File: config.mk
export PLATFORM = sky130hd
export DESIGN_NAME = usb_config_descriptor_threat_scan
export DESIGN_NICKNAME = d
export VERILOG_FILES = /design/src/design/ucd_scan_pkg.sv /design/src/design/usb_config_descriptor_threat_scan.sv
export SDC_FILE = /design/constraint.sdc
export NUM_CORES = 1
export LEC_CHECK = 0
export BUFFER_PORTS_ARGS = -buffer_cell sky130_fd_sc_hd__buf_2
export CORE_UTILIZATION = 58
export DETAILED_ROUTE_END_ITERATION = 12
export PLACE_DENSITY = 0.8
export SYNTH_ARGS = -nofsm -noshare
export SYNTH_HDL_FRONTEND = slang
export SYNTH_SLANG_ARGS = --single-unit
File: constraint.sdc
create_clock -name i_clk -period 4.9 [get_ports i_clk]
set_clock_uncertainty 0.2 [all_clocks]
set_input_delay 0.98 -clock i_clk [delete_from_list [all_inputs] [get_ports i_clk]]
set_output_delay 0.98 -clock i_clk [all_outputs]
set_load 0.02 [all_outputs]
File: src/design/ucd_scan_pkg.sv
package ucd_scan_pkg;

    // Blob buffer limit and the width of the saturating byte position
    localparam int MAX_BLOB_BYTES = 256;
    localparam int POS_W          = $clog2(MAX_BLOB_BYTES + 1);

    // Descriptor fields and codes
    localparam logic [7:0] DESC_TYPE_INTERFACE = 8'h04;
    localparam logic [7:0] IF_DESC_MIN_LEN     = 8'd9;
    localparam logic [7:0] MIN_DESC_LEN        = 8'd2;
    localparam logic [7:0] OFF_LENGTH          = 8'd0;
    localparam logic [7:0] OFF_TYPE            = 8'd1;
    localparam logic [7:0] OFF_IF_CLASS        = 8'd5;
    localparam logic [7:0] OFF_IF_PROTOCOL     = 8'd7;

    localparam logic [7:0] CLASS_NONE   = 8'h00;
    localparam logic [7:0] CLASS_AUDIO  = 8'h01;
    localparam logic [7:0] CLASS_CDC    = 8'h02;
    localparam logic [7:0] CLASS_HID    = 8'h03;
    localparam logic [7:0] CLASS_MSC    = 8'h08;
    localparam logic [7:0] CLASS_CDC_DATA = 8'h0A;
    localparam logic [7:0] CLASS_WIRELESS = 8'hE0;
    localparam logic [7:0] CLASS_VENDOR = 8'hFF;

    localparam logic [7:0] HID_PROTO_KBD   = 8'd1;
    localparam logic [7:0] HID_PROTO_MOUSE = 8'd2;

    // Class flag bit positions
    localparam int FLAG_KBD    = 0;
    localparam int FLAG_MOUSE  = 1;
    localparam int FLAG_HID    = 2;
    localparam int FLAG_MSC    = 3;
    localparam int FLAG_VENDOR = 4;
    localparam int FLAG_AUDIO  = 5;
    localparam int FLAG_NET    = 6;
    localparam int FLAGS_W     = 7;

    localparam int IF_CNT_W = 5;
    localparam logic [IF_CNT_W-1:0] IF_CNT_MAX = '1;

    localparam int KBD_BUS_W = 7;

    typedef logic [FLAGS_W-1:0] t_flags;

    // Risk levels
    localparam logic [1:0] RISK_NONE    = 2'd0;
    localparam logic [1:0] RISK_SUSPECT = 2'd1;
    localparam logic [1:0] RISK_DANGER  = 2'd2;

    // Reason codes
    localparam logic [3:0] RSN_KBD_STORAGE = 4'd0;
    localparam logic [3:0] RSN_KBD_VENDOR  = 4'd1;
    localparam logic [3:0] RSN_DISGUISED   = 4'd2;
    localparam logic [3:0] RSN_MULTI_KBD   = 4'd3;
    localparam logic [3:0] RSN_HUB         = 4'd4;
    localparam logic [3:0] RSN_KBD         = 4'd5;
    localparam logic [3:0] RSN_POINTER     = 4'd6;
    localparam logic [3:0] RSN_HID         = 4'd7;
    localparam logic [3:0] RSN_STORAGE     = 4'd8;
    localparam logic [3:0] RSN_AUDIO       = 4'd9;
    localparam logic [3:0] RSN_NET         = 4'd10;
    localparam logic [3:0] RSN_GENERIC     = 4'd11;

endpackage

File: src/design/usb_config_descriptor_threat_scan.sv
// Channel   Direction  Handshake            Word
// input     in         i_valid / o_stall    i_desc_byte, i_last_byte, i_device_class,
//                                           i_device_is_hub
// output    out        o_valid / i_stall    o_risk_level, o_reason_code,
//                                           o_interface_count, o_has_keyboard,
//                                           o_class_flag_bits
// config    in         i_cfg_we             i_cfg_wdata (keyboards on bus)
//
// One input word per cycle while o_stall is low; the parse state updates in the cycle the byte is taken.
// A verdict appears on the output register in the cycle after its last byte is taken.
// The per-byte state update is computed combinationally and closed through the parse registers.
// Input stalls only while a verdict is held and the output side stalls.
// Synchronous active-low reset clears parse state, output valid and the config register.
module usb_config_descriptor_threat_scan (
    input  logic       i_clk,
    input  logic       i_rst_n,
    input  logic       i_cfg_we,
    input  logic [6:0] i_cfg_wdata,
    input  logic       i_valid,
    output logic       o_stall,
    input  logic [7:0] i_desc_byte,
    input  logic       i_last_byte,
    input  logic [7:0] i_device_class,
    input  logic       i_device_is_hub,
    output logic       o_valid,
    input  logic       i_stall,
    output logic [1:0] o_risk_level,
    output logic [3:0] o_reason_code,
    output logic [4:0] o_interface_count,
    output logic       o_has_keyboard,
    output logic [6:0] o_class_flag_bits
);

    logic [ucd_scan_pkg::KBD_BUS_W-1:0] r_kbd_bus;

    logic [7:0]                        r_off, n_off;
    logic [7:0]                        r_len, n_len;
    logic [7:0]                        r_type, n_type;
    logic [7:0]                        r_cls, n_cls;
    logic [7:0]                        r_prot, n_prot;
    logic [ucd_scan_pkg::POS_W-1:0]    r_pos, n_pos;
    logic                              r_stopped, n_stopped;
    ucd_scan_pkg::t_flags              r_flags, n_flags;
    logic [ucd_scan_pkg::IF_CNT_W-1:0] r_count, n_count;

    logic                              r_out_valid;
    logic [1:0]                        r_risk, n_risk;
    logic [3:0]                        r_reason, n_reason;
    logic [ucd_scan_pkg::IF_CNT_W-1:0] r_out_count;
    ucd_scan_pkg::t_flags              r_out_flags;

    logic w_accept;
    logic w_parse;
    logic w_short;
    logic w_end;
    logic w_commit;
    logic w_kbd;
    logic [8:0] w_off_inc;

    assign o_stall  = r_out_valid & i_stall;
    assign w_accept = i_valid & ~o_stall;
    assign w_parse  = (r_pos < ucd_scan_pkg::POS_W'(ucd_scan_pkg::MAX_BLOB_BYTES)) & ~r_stopped;

    // Per-byte descriptor walk
    always_comb begin
        n_len  = (r_off == ucd_scan_pkg::OFF_LENGTH) ? i_desc_byte : r_len;
        n_type = (r_off == ucd_scan_pkg::OFF_TYPE) ? i_desc_byte : r_type;
        n_cls  = (r_off == ucd_scan_pkg::OFF_IF_CLASS) ? i_desc_byte : r_cls;
        n_prot = (r_off == ucd_scan_pkg::OFF_IF_PROTOCOL) ? i_desc_byte : r_prot;
        w_short = (r_off == ucd_scan_pkg::OFF_LENGTH) &&
                  (i_desc_byte < ucd_scan_pkg::MIN_DESC_LEN);
        w_off_inc = {1'b0, r_off} + 9'd1;
        w_end    = w_off_inc >= {1'b0, n_len};
        w_commit = w_end && (n_type == ucd_scan_pkg::DESC_TYPE_INTERFACE) &&
                   (n_len >= ucd_scan_pkg::IF_DESC_MIN_LEN);
        n_off     = r_off;
        n_stopped = r_stopped;
        n_flags   = r_flags;
        n_count   = r_count;
        n_pos     = r_pos;

        if (r_pos < ucd_scan_pkg::POS_W'(ucd_scan_pkg::MAX_BLOB_BYTES)) begin
            n_pos = r_pos + 1'b1;
        end

        if (w_parse) begin
            if (w_short) begin
                // hold the fields, offset, flags and count, stop walking for the rest of the blob
                n_stopped = 1'b1;
                n_len     = r_len;
                n_type    = r_type;
                n_cls     = r_cls;
                n_prot    = r_prot;
            end else begin
                n_off = w_end ? 8'd0 : w_off_inc[7:0];
                if (w_commit) begin
                    if (r_count != ucd_scan_pkg::IF_CNT_MAX) begin
                        n_count = r_count + 1'b1;
                    end
                    if (n_cls == ucd_scan_pkg::CLASS_HID) begin
                        if (n_prot == ucd_scan_pkg::HID_PROTO_KBD) begin
                            n_flags[ucd_scan_pkg::FLAG_KBD] = 1'b1;
                        end else if (n_prot == ucd_scan_pkg::HID_PROTO_MOUSE) begin
                            n_flags[ucd_scan_pkg::FLAG_MOUSE] = 1'b1;
                        end else begin
                            n_flags[ucd_scan_pkg::FLAG_HID] = 1'b1;
                        end
                    end else if (n_cls == ucd_scan_pkg::CLASS_MSC) begin
                        n_flags[ucd_scan_pkg::FLAG_MSC] = 1'b1;
                    end else if (n_cls == ucd_scan_pkg::CLASS_VENDOR) begin
                        n_flags[ucd_scan_pkg::FLAG_VENDOR] = 1'b1;
                    end else if (n_cls == ucd_scan_pkg::CLASS_AUDIO) begin
                        n_flags[ucd_scan_pkg::FLAG_AUDIO] = 1'b1;
                    end else if (n_cls inside {ucd_scan_pkg::CLASS_CDC,
                                               ucd_scan_pkg::CLASS_CDC_DATA,
                                               ucd_scan_pkg::CLASS_WIRELESS}) begin
                        n_flags[ucd_scan_pkg::FLAG_NET] = 1'b1;
                    end
                end
            end
        end else begin
            n_len  = r_len;
            n_type = r_type;
            n_cls  = r_cls;
            n_prot = r_prot;
        end
    end

    // Verdict from the flags as they stand after this byte
    always_comb begin
        w_kbd    = n_flags[ucd_scan_pkg::FLAG_KBD];
        n_risk   = ucd_scan_pkg::RISK_NONE;
        n_reason = ucd_scan_pkg::RSN_GENERIC;
        if (w_kbd && n_flags[ucd_scan_pkg::FLAG_MSC]) begin
            n_risk   = ucd_scan_pkg::RISK_DANGER;
            n_reason = ucd_scan_pkg::RSN_KBD_STORAGE;
        end else if (w_kbd && n_flags[ucd_scan_pkg::FLAG_VENDOR]) begin
            n_risk   = ucd_scan_pkg::RISK_DANGER;
            n_reason = ucd_scan_pkg::RSN_KBD_VENDOR;
        end else if (w_kbd && (i_device_class != ucd_scan_pkg::CLASS_NONE) &&
                     (i_device_class != ucd_scan_pkg::CLASS_HID)) begin
            n_risk   = ucd_scan_pkg::RISK_SUSPECT;
            n_reason = ucd_scan_pkg::RSN_DISGUISED;
        end else if (w_kbd && (r_kbd_bus > ucd_scan_pkg::KBD_BUS_W'(1))) begin
            n_risk   = ucd_scan_pkg::RISK_SUSPECT;
            n_reason = ucd_scan_pkg::RSN_MULTI_KBD;
        end else if (i_device_is_hub) begin
            n_reason = ucd_scan_pkg::RSN_HUB;
        end else if (w_kbd) begin
            n_reason = ucd_scan_pkg::RSN_KBD;
        end else if (n_flags[ucd_scan_pkg::FLAG_MOUSE]) begin
            n_reason = ucd_scan_pkg::RSN_POINTER;
        end else if (n_flags[ucd_scan_pkg::FLAG_HID]) begin
            n_reason = ucd_scan_pkg::RSN_HID;
        end else if (n_flags[ucd_scan_pkg::FLAG_MSC]) begin
            n_reason = ucd_scan_pkg::RSN_STORAGE;
        end else if (n_flags[ucd_scan_pkg::FLAG_AUDIO]) begin
            n_reason = ucd_scan_pkg::RSN_AUDIO;
        end else if (n_flags[ucd_scan_pkg::FLAG_NET]) begin
            n_reason = ucd_scan_pkg::RSN_NET;
        end
    end

    always_ff @(posedge i_clk) begin
        if (!i_rst_n) begin
            r_kbd_bus <= '0;
        end else if (i_cfg_we) begin
            r_kbd_bus <= i_cfg_wdata;
        end
    end

    always_ff @(posedge i_clk) begin
        if (!i_rst_n || (w_accept && i_last_byte)) begin
            // clear on reset and after every blob
            r_off     <= '0;
            r_len     <= '0;
            r_type    <= '0;
            r_cls     <= '0;
            r_prot    <= '0;
            r_pos     <= '0;
            r_stopped <= 1'b0;
            r_flags   <= '0;
            r_count   <= '0;
        end else if (w_accept) begin
            r_off     <= n_off;
            r_len     <= n_len;
            r_type    <= n_type;
            r_cls     <= n_cls;
            r_prot    <= n_prot;
            r_pos     <= n_pos;
            r_stopped <= n_stopped;
            r_flags   <= n_flags;
            r_count   <= n_count;
        end
    end

    always_ff @(posedge i_clk) begin
        if (!i_rst_n) begin
            r_out_valid <= 1'b0;
        end else if (w_accept && i_last_byte) begin
            r_out_valid <= 1'b1;
        end else if (!i_stall) begin
            r_out_valid <= 1'b0;
        end
    end

    always_ff @(posedge i_clk) begin
        if (w_accept && i_last_byte) begin
            r_risk      <= n_risk;
            r_reason    <= n_reason;
            r_out_count <= n_count;
            r_out_flags <= n_flags;
        end
    end

    assign o_valid           = r_out_valid;
    assign o_risk_level      = r_risk;
    assign o_reason_code     = r_reason;
    assign o_interface_count = r_out_count;
    assign o_has_keyboard    = r_out_flags[ucd_scan_pkg::FLAG_KBD];
    assign o_class_flag_bits = r_out_flags;

    a_new_verdict_from_last: assert property (@(posedge i_clk) disable iff (!i_rst_n)
        (r_out_valid && !$past(r_out_valid && i_stall)) |-> $past(w_accept && i_last_byte))
        else $error("verdict appeared without a last byte");

    a_clear_after_blob: assert property (@(posedge i_clk) disable iff (!i_rst_n)
        $past(w_accept && i_last_byte) |->
            (r_pos == '0 && r_flags == '0 && r_count == '0 && !r_stopped))
        else $error("parse state not cleared after blob");

    a_danger_needs_kbd: assert property (@(posedge i_clk) disable iff (!i_rst_n)
        (r_out_valid && r_risk != ucd_scan_pkg::RISK_NONE) |->
            r_out_flags[ucd_scan_pkg::FLAG_KBD])
        else $error("nonzero risk without keyboard flag");

    a_pos_bound: assert property (@(posedge i_clk) disable iff (!i_rst_n)
        r_pos <= ucd_scan_pkg::POS_W'(ucd_scan_pkg::MAX_BLOB_BYTES))
        else $error("blob position beyond buffer limit");

endmodule
==> results_dict.tcl, run 1 <==
set metrics [dict create \
    clock_path_buffers 2 \
    clkSinkCount 87 \
    grt_setup_unrepaired "false" \
    leakage_nw 2.036 \
    worstMarginPinSlew_ps 802.4 \
    ir_drop_mv 0.1834 \
    async_reset_ff_share_pct 0 \
    placed_cell_area_um2 4697 \
    status "finished, final reports clean" \
    synth_nets 532 \
    clock_latency_ps 350 \
    path_class "reg2reg" \
    cts_tree "built" \
    fin_setup_tns_ps 0 \
    synth_edf_count 18 \
    initial_core_util_pct 60.47 \
    die-area_um2 7997 \
    period_share_pct 89.45 \
    place_congestion 0.8785 \
    finalMaxSlewViolations 0 \
    antenna_found_initial 0 \
    r2r-end "o_reason_code[0]" \
    min_period_ps 4383 \
    cp_max_fo 14 \
    cts_buffers 9 \
    worstHoldStart "r_type[3]" \
    power_density_nw_per_um2 304.4 \
    hold_depth 2 \
    first_pass_iters 4 \
    synth_flop_cell "dfxtp_1" \
    core_um2 7331 \
    area_growth_pct 11.43 \
    drtAntennaViolNets 0 \
    reg2reg_slack_ps 520 \
    via_count 3642 \
    ys_ff_latch 87 \
    design_area_um2 4940 \
    critPathCaptureType "flop" \
    arrival_ps 4300 \
    syn-cell-area_um2 4433 \
    finalHoldViolCount 0 \
    cap_viol_max_count 0 \
    min_path_type "reg2reg" \
    rows 31 \
    routed_via_density 5.772 \
    clk_pin_slew_ps 90 \
    reg2regPathDepth 14 \
    grtUsageTotal_pct 24.62 \
    reg2reg_from "r_off[0]" \
    nNetsFinal 568 \
    yosys-top-cells-area "dfxtp_1 (31%), edfxtp_1 (12%), mux2i_1 (6.3%)" \
    drtIter0Drc 123 \
    yosysWarnings 0 \
    hold_buffers 0 \
    clockRootBuffer "clkbuf_8" \
    grt_max_degree 43 \
    yosysUniqueCellTypes 67 \
    drive_gt1_share_pct 17.48 \
    dp_hpwl_um 6651 \
    yosys.area.top_type "dfxtp_1" \
    wire_per_inst_um 14.71 \
    grt_pass1_vias 3223 \
    die_h_um 89.43 \
    utilization_pct 67.38 \
    worst_hold_path.endpoint "r_type[3]" \
    power_mw 1.504 \
    synth_top_area_share_pct 31.16 \
    grt_pass1_wl_um 14970 \
    globalRouteOverflowTotal 0 \
    relSlewSlack_pct 46.32 \
    die_w_um 89.43 \
    fillers 595 \
    layout_commonest_cell "dfxtp_1" \
    ys_seq_area_share_pct 43.35 \
    htreeDepth 3 \
    setup_viol 0 \
    post-cts-setup-buffers 0 \
    crit_path_start_kind "flop" \
    cts_resized 0 \
    crit_start "r_off[0]" \
    syn_inst 491 \
    io_buffers 49 \
    n_antenna_cell 0 \
    avgSynthCellArea_um2 9.029 \
    drc_errors 0 \
    io_pins 51 \
    fmax_mhz 228.2 \
    routed_wl_um 9284 \
    mostFrequentLayoutCells "dfxtp_1 (69), nor2_1 (66), buf_2 (49)" \
    crit_required_ps 4820 \
]
==> stage by stage <==
stage	cells	hold WS (ps)	setup WS, ps
final	631	260.0	517.2
after global routing	631	286.0	160.6
after CTS	631	260.5	573.7
after detailed placement	615	248.4	589.6
after global placement	615	240.9	641.7
after floorplan	491	231.6	1312
==> metal layers <==
metal	vias up	share of wire, %	track usage, %
met3	8	4.5	3.601
met5	-	0	0
li1	1833	-	-
met4	0	1.2	8.658
met2	77	48	42.19
met1	1724	46	31.69
==> cell usage after synthesis, types with 7 or more instances <==
cell	n
a21oi_1	36
clkbuf_1	18
dfxtp_1	69
edfxtp_1	18
ha_1	11
inv_1	11
mux2i_1	28
nand2_1	46
nand3_1	30
nand4_1	7
nor2_1	66
nor2b_1	9
nor3_1	16
nor4_1	9
o21ai_0	11
xnor2_1	8
xor2_1	7
==> worst max-delay path by stage <==
stage | slack [ps] | cells after the start | to
after CTS | 570 | 17 | o_reason_code[0]
after global placement | 640 | 14 | o_reason_code[0]
after detailed placement | 590 | 14 | o_reason_code[0]
after floorplan | 1310 | 19 | o_reason_code[0]
final | 520 | 14 | o_reason_code[0]
after global routing | 160 | 17 | o_reason_code[0]
==> state kept, by name (all words and copies together), names as in the netlist <==
| signal | cells |
|---|---|
| r_prot | 8 |
| r_len | 8 |
| r_cls | 8 |
| r_type | 8 |
| o_reason_code | 4 |
| r_stopped | 1 |
| r_flags | 7 |
| o_risk_level | 2 |
| o_valid | 1 |
| o_interface_count | 5 |
| r_off | 8 |
| r_pos | 9 |
| o_class_flag_bits | 7 |
| r_kbd_bus | 6 |
| r_count | 5 |
==> kinds of logic (layout without fill, tap and decap cells) <==
kind of cell	count (synthesis)	after routing	synth area share (%)
AND/OR/NAND/NOR	224	224	26.59
adder cells (fa/ha/maj)	11	11	3.105
multiplexers	32	32	7.423
flip-flops	87	87	43.35
AO/OA/AOI/OAI	81	81	12.14
XOR/XNOR	15	15	2.964
buffers and inverters	41	82	4.431
==> worst max-delay path, stage by stage (launching register included) <==
cell and delay [ps]:
dfxtp_1 380, inv_1 100, ha_1 150, nor4b_2 360
nand2_1 400, mux2i_1 220, ha_1 300, and4_1 230
nand3_1 90, o31ai_1 210, a311o_1 550, and3_1 420
a21oi_4 150, a21boi_1 180, o22a_1 200
==> power by group <==
| part | internal [mW] | switching [mW] |
|---|---|---|
| clock | 0.343 | 0.257 |
| combinational | 0.0536 | 0.0944 |
| sequential | 0.746 | 0.0103 |
| total | 1.14 | 0.362 |
==> area by class of cell <==
cell class	instances	area, µm²	area share (%)
clock buffer	10	127.6	2.584
clock inverter	6	115.1	2.330
inverter	12	45.04	0.9119
multi-input combinational	363	2323	47.04
sequential	87	1922	38.91
tap	99	123.9	2.508
timing repair buffer	54	282.8	5.724
No activity file was read; power rests on OpenSTA's default activity.
==> inputs of run 2 (changes only) <==
--- a/config.mk
+++ b/config.mk
@@ -6,9 +6,9 @@
 export NUM_CORES = 1
 export LEC_CHECK = 0
 export BUFFER_PORTS_ARGS = -buffer_cell sky130_fd_sc_hd__buf_2
-export CORE_UTILIZATION = 58
+export CORE_UTILIZATION = 35
 export DETAILED_ROUTE_END_ITERATION = 12
-export PLACE_DENSITY = 0.8
+export PLACE_DENSITY = 0.53
 export SYNTH_ARGS = -nofsm -noshare
 export SYNTH_HDL_FRONTEND = slang
 export SYNTH_SLANG_ARGS = --single-unit
==> run 2 against run 1 <==
Effect of this change: worst setup slack improved by 190 ps; sequential power about the same; core utilization decreased by 26 points; total power increased by 5.0%; clock power increased by 13%; register-to-register slack improved by 190 ps; final cell count increased by 11%; critical path type unchanged.
==> results_dict.tcl, run 2 (synthesis results as in run 1) <==
set metrics [dict create \
    status "finished, final reports clean" \
    clockRootBuffer "clkbuf_16" \
    cp_num_cells 17 \
    core_um2 12160 \
    multiInputGateArea_um2 2323 \
    leakage_nw 2.056 \
    grt_use_met1_pct 20.59 \
    min_period_ps 4197 \
    grt_max_degree 45 \
    cap_viol_max_count 0 \
    drive_gt1_share_pct 17.11 \
    worst_slack_ps 702.8 \
    worstMarginPinSlew_ps 903.1 \
    place_congestion 0.8228 \
    fin_setup_tns_ps 0 \
    largest_reg_flops 9 \
    drtIter0Drc 223 \
    slowest_stage "a311o_1" \
    min_path_type "reg2reg" \
    die_w_um 114.5 \
    crit_chain "inv_1 -> ha_1 -> nor4b_2 -> nand2_1 -> mux2i_1 -> ha_1 -> a21oi_1 -> nor2b_1 -> o21ai_0 -> nand2_1 -> a311o_1 -> and2_1 -> a21oi_2 -> inv_2 -> o21ai_1 -> a21boi_1 -> o22a_1" \
    largest_register "r_pos" \
    cts_buffers 9 \
    post-cts-setup-buffers 0 \
    reg2regPathDepth 17 \
    die_h_um 114.5 \
    grt_use_met2_pct 25.90 \
    clk_pin_slew_ps 70 \
    top_usage_layer "met2" \
    die-area_um2 13120 \
    worst_path_largest_cell_delay_ps 420 \
    utilization_pct 41.73 \
    fmax_mhz 238.3 \
    clkSinkCount 87 \
    wire_per_inst_um 14.16 \
    placed_cell_area_um2 4783 \
    nNetsFinal 568 \
    clock_latency_ps 340 \
    io_pins 51 \
    cts_tree "built" \
    initial_core_util_pct 36.45 \
    ir_drop_mv 0.1322 \
    period_share_pct 85.66 \
    critPathCaptureType "flop" \
    r2r-end "o_reason_code[0]" \
    grt_pass1_vias 3356 \
    globalRouteOverflowTotal 0 \
    finalHoldViolCount 0 \
    reg2reg_from "r_off[0]" \
    power_density_nw_per_um2 311.2 \
    crit_path_end "o_reason_code[0]" \
    fillers 1223 \
    first_pass_iters 4 \
    crit_family "compound AO/OA/AOI/OAI gates" \
    path_class "reg2reg" \
    via_count 3583 \
    io_buffers 49 \
    crit_path_start_kind "flop" \
    htreeDepth 3 \
    rows 40 \
    cts_resized 0 \
    n_antenna_cell 0 \
    drtAntennaViolNets 0 \
    grt_setup_unrepaired "false" \
    area_growth_pct 14.48 \
    dp_hpwl_um 7017 \
    antenna_found_initial 0 \
    path_buf_inv 2 \
    grt_pass1_wl_um 16160 \
    grtUsageTotal_pct 15.76 \
    pre_cts_slack_ps 663.5 \
    grt.met3_usage_pct 2.435 \
    power_mw 1.579 \
    drc_errors 0 \
    relSlewSlack_pct 39.58 \
    routed_via_density 5.119 \
    setup_viol 0 \
    layout.area.seq_um2 1922 \
    clock_path_buffers 2 \
    crit_required_ps 4790 \
    finalMaxSlewViolations 0 \
    layout_commonest_cell "dfxtp_1" \
    design_area_um2 5075 \
    hold_buffers 0 \
    arrival_ps 4090 \
    crit_start "r_off[0]" \
    cp_max_fo 11 \
    reg2reg_slack_ps 700 \
    mostFrequentLayoutCells "dfxtp_1 (69), nor2_1 (66), buf_2 (49)" \
    routed_wl_um 9911 \
]
==> run 2: area by class of cell <==
| cell class | instances | area share (%) |
|---|---|---|
| multi-input cells | 363 | 45.78 |
| inverters | 12 | 0.8876 |
| flip-flops and latches | 87 | 37.87 |
| well taps | 168 | 4.142 |
| repair buffers | 54 | 5.572 |
| clock buffers | 11 | 4.586 |
| clock inverters | 5 | 1.159 |
==> run 2: routing by layer <==
layer	part of all wire (%)	up-vias
met3	2.9	13
met2	47	50
met5	0	-
met4	1.8	0
met1	48	1680
li1	-	1840
==> run 2: worst min-delay path by stage <==
stage          slack, ps  startpoint  depth (start not counted)         to
6_report             260   r_type[5]                          2  r_type[5]
5_1_grt              280   r_type[3]                          2  r_type[3]
4_1_cts              260   r_type[5]                          2  r_type[5]
3_5_place_dp         250   r_type[5]                          2  r_type[5]
3_3_place_gp         240   r_type[2]                          2  r_type[2]
2_1_floorplan        230   r_type[2]                          2  r_type[2]
==> run 2: per-stage QoR <==
| stage | hold WS, ps | std cells |
|---|---|---|
| 6_report | 258.6 | 700 |
| 3_5_place_dp | 250.6 | 684 |
| 3_3_place_gp | 243.1 | 684 |
| 4_1_cts | 259.6 | 700 |
| 5_1_grt | 284.2 | 700 |
| 2_1_floorplan | 231.6 | 491 |
==> run 2: worst min-delay path: cells and delay by family (launching register included) <==
kind               cells  cell delay, ps
AOI/OAI and AO/OA      1              50
DFF                    1             310
and+or+nand+nor        1              50
==> run 2: where the power goes <==
part	internal (mW)	switching [mW]	leakage [nW]	total, mW
Clock	0.396	0.278	0.137	0.674
Combinational	0.0532	0.0953	1.19	0.148
Sequential	0.747	0.0101	0.728	0.757
==> inputs of run 3 (changes only) <==
--- a/config.mk
+++ b/config.mk
@@ -6,9 +6,11 @@
 export NUM_CORES = 1
 export LEC_CHECK = 0
 export BUFFER_PORTS_ARGS = -buffer_cell sky130_fd_sc_hd__buf_2
+export CORE_MARGIN = 4
 export CORE_UTILIZATION = 35
 export DETAILED_ROUTE_END_ITERATION = 12
 export PLACE_DENSITY = 0.53
+export SETUP_SLACK_MARGIN = 0.2
 export SYNTH_ARGS = -nofsm -noshare
 export SYNTH_HDL_FRONTEND = slang
 export SYNTH_SLANG_ARGS = --single-unit
==> run 3 against run 2 <==
Effect of this change: non-clock buffer count fell by 1; sequential power barely moved; first-iteration DRC count rose by 22%; core utilization fell by 0.29 points; sequential share of layout area rose by 0.11 points; critical path depth fell by 4; final cell count fell by 0.14%; hold slack got worse by 1.1 ps; combinational power barely moved; final area fell by 0.30%; maximum frequency fell by 2.7%; register-to-register slack got worse by 120 ps; largest power group unchanged; highest routed layer unchanged.
==> results_dict.tcl, run 3 (synthesis results as in run 1) <==
set metrics [dict create \
    crit_family "simple AND/OR/NAND/NOR gates" \
    drtIter0Drc 273 \
    path_class "reg2reg" \
    cts_buffers 9 \
    cts_resized 0 \
    leakage_nw 2.053 \
    worst_path_largest_cell_delay_ps 590 \
    crit_path_start_kind "flop" \
    hold_buffers 0 \
    setup_viol 0 \
    drtAntennaViolNets 0 \
    clockRootBuffer "clkbuf_16" \
    cts_tree "built" \
    grt_pass1_wl_um 16580 \
    cap_viol_max_count 0 \
    nNetsFinal 567 \
    initial_core_util_pct 36.30 \
    grt_setup_unrepaired "false" \
    clkSinkCount 87 \
    clock_latency_ps 340 \
    area_growth_pct 14.14 \
    utilization_pct 41.43 \
    via_count 3613 \
    worstMarginPinSlew_ps 866.1 \
    n_antenna_cell 0 \
    crit_required_ps 4930 \
    drive_gt1_share_pct 17.33 \
    globalRouteOverflowTotal 0 \
    htreeDepth 3 \
    grt_pass1_vias 3425 \
    first_pass_iters 4 \
    clock_path_buffers 2 \
    drc_errors 0 \
    power_density_nw_per_um2 307.6 \
    io_buffers 49 \
    fmax_mhz 231.8 \
    fin_setup_tns_ps 0 \
    finalHoldViolCount 0 \
    routed_wl_um 9963 \
    status "finished, final reports clean" \
    die_w_um 120.5 \
    dp_hpwl_um 7150 \
    post-cts-setup-buffers 0 \
    path_buf_inv 0 \
    antenna_found_initial 0 \
    routed_via_density 5.169 \
    largest_reg_flops 9 \
    min_path_type "reg2reg" \
    slowest_stage "dfxtp_1" \
    place_congestion 0.8120 \
    power_mw 1.557 \
    stdcell_count 699 \
    crit_chain "nand3_1 -> nor3_1 -> nand3_1 -> xnor2_1 -> ha_1 -> and4_1 -> nand3_1 -> o31ai_1 -> a311o_1 -> and2_1 -> nand4_2 -> mux2_4 -> a32o_1" \
    finalMaxSlewViolations 0 \
    clk_pin_slew_ps 60 \
    core_um2 12210 \
    layout_commonest_cell "dfxtp_1" \
    dp.cells 683 \
    relSlewSlack_pct 42.06 \
    grt_max_degree 45 \
    rows 40 \
    min_period_ps 4315 \
    cp_max_fo 14 \
    die-area_um2 14530 \
    ir_drop_mv 0.1367 \
    mostFrequentLayoutCells "dfxtp_1 (69), nor2_1 (66), buf_2 (49)" \
    io_pins 51 \
    die_h_um 120.5 \
    critPathCaptureType "flop" \
    grtUsageTotal_pct 14.15 \
    crit_top_cell "nand3_1" \
    arrival_ps 4340 \
    period_share_pct 88.05 \
    largest_register "r_pos" \
    wire_per_inst_um 14.25 \
]
## run 3: where the power goes
part / internal, mW / switching [mW]
clock: 0.373 / 0.280
sequential: 0.747 / 0.00991
combinational: 0.0528 / 0.0944
## run 3: layout make-up
cell class / instances / area [µm²]
Clock inverter: 4 / 27.53
Multi-Input combinational cell: 363 / 2323
Inverter: 12 / 45.04
Sequential cell: 87 / 1922
Clock buffer: 12 / 256.5
Fill cell: 1254 / 7152
Tap cell: 168 / 210.2
Timing Repair Buffer: 53 / 275.3
## run 3: worst paths after layout
kind,cells after the start,slack (ps),from,to
setup / recovery,13,590,r_off[2],r_count[3]
hold / removal,2,260,r_type[3],r_type[3]
setup reg to reg,13,590,r_off[2],r_count[3]
hold reg to reg,2,260,r_type[3],r_type[3]
## run 3: routing by layer
| layer | wire length [µm] | track usage (%) |
|---|---|---|
| met1 | 4816 | 19.02 |
| met2 | 4616 | 22.56 |
| met3 | 392 | 3.555 |
| met4 | 139 | 4.037 |
| met5 | 0 | 0 |
## run 3: metrics by stage
stage	hold slack [ps]	area, µm²	setup slack [ps]
2_1_floorplan	231.6	4433	1312
6_report	257.5	5060	585.4
3_5_place_dp	250.5	4776	580.4
5_1_grt	285.1	5060	218.6
4_1_cts	259.3	5060	571.2
3_3_place_gp	243.4	4776	615.5
## run 3: worst register-to-register path: stages (launching register included)
cell,delay [ps]
dfxtp_1,590
nand3_1,210
nor3_1,450
nand3_1,160
xnor2_1,180
ha_1,300
and4_1,250
nand3_1,90
o31ai_1,220
a311o_1,500
and2_1,390
nand4_2,150
mux2_4,320
a32o_1,200
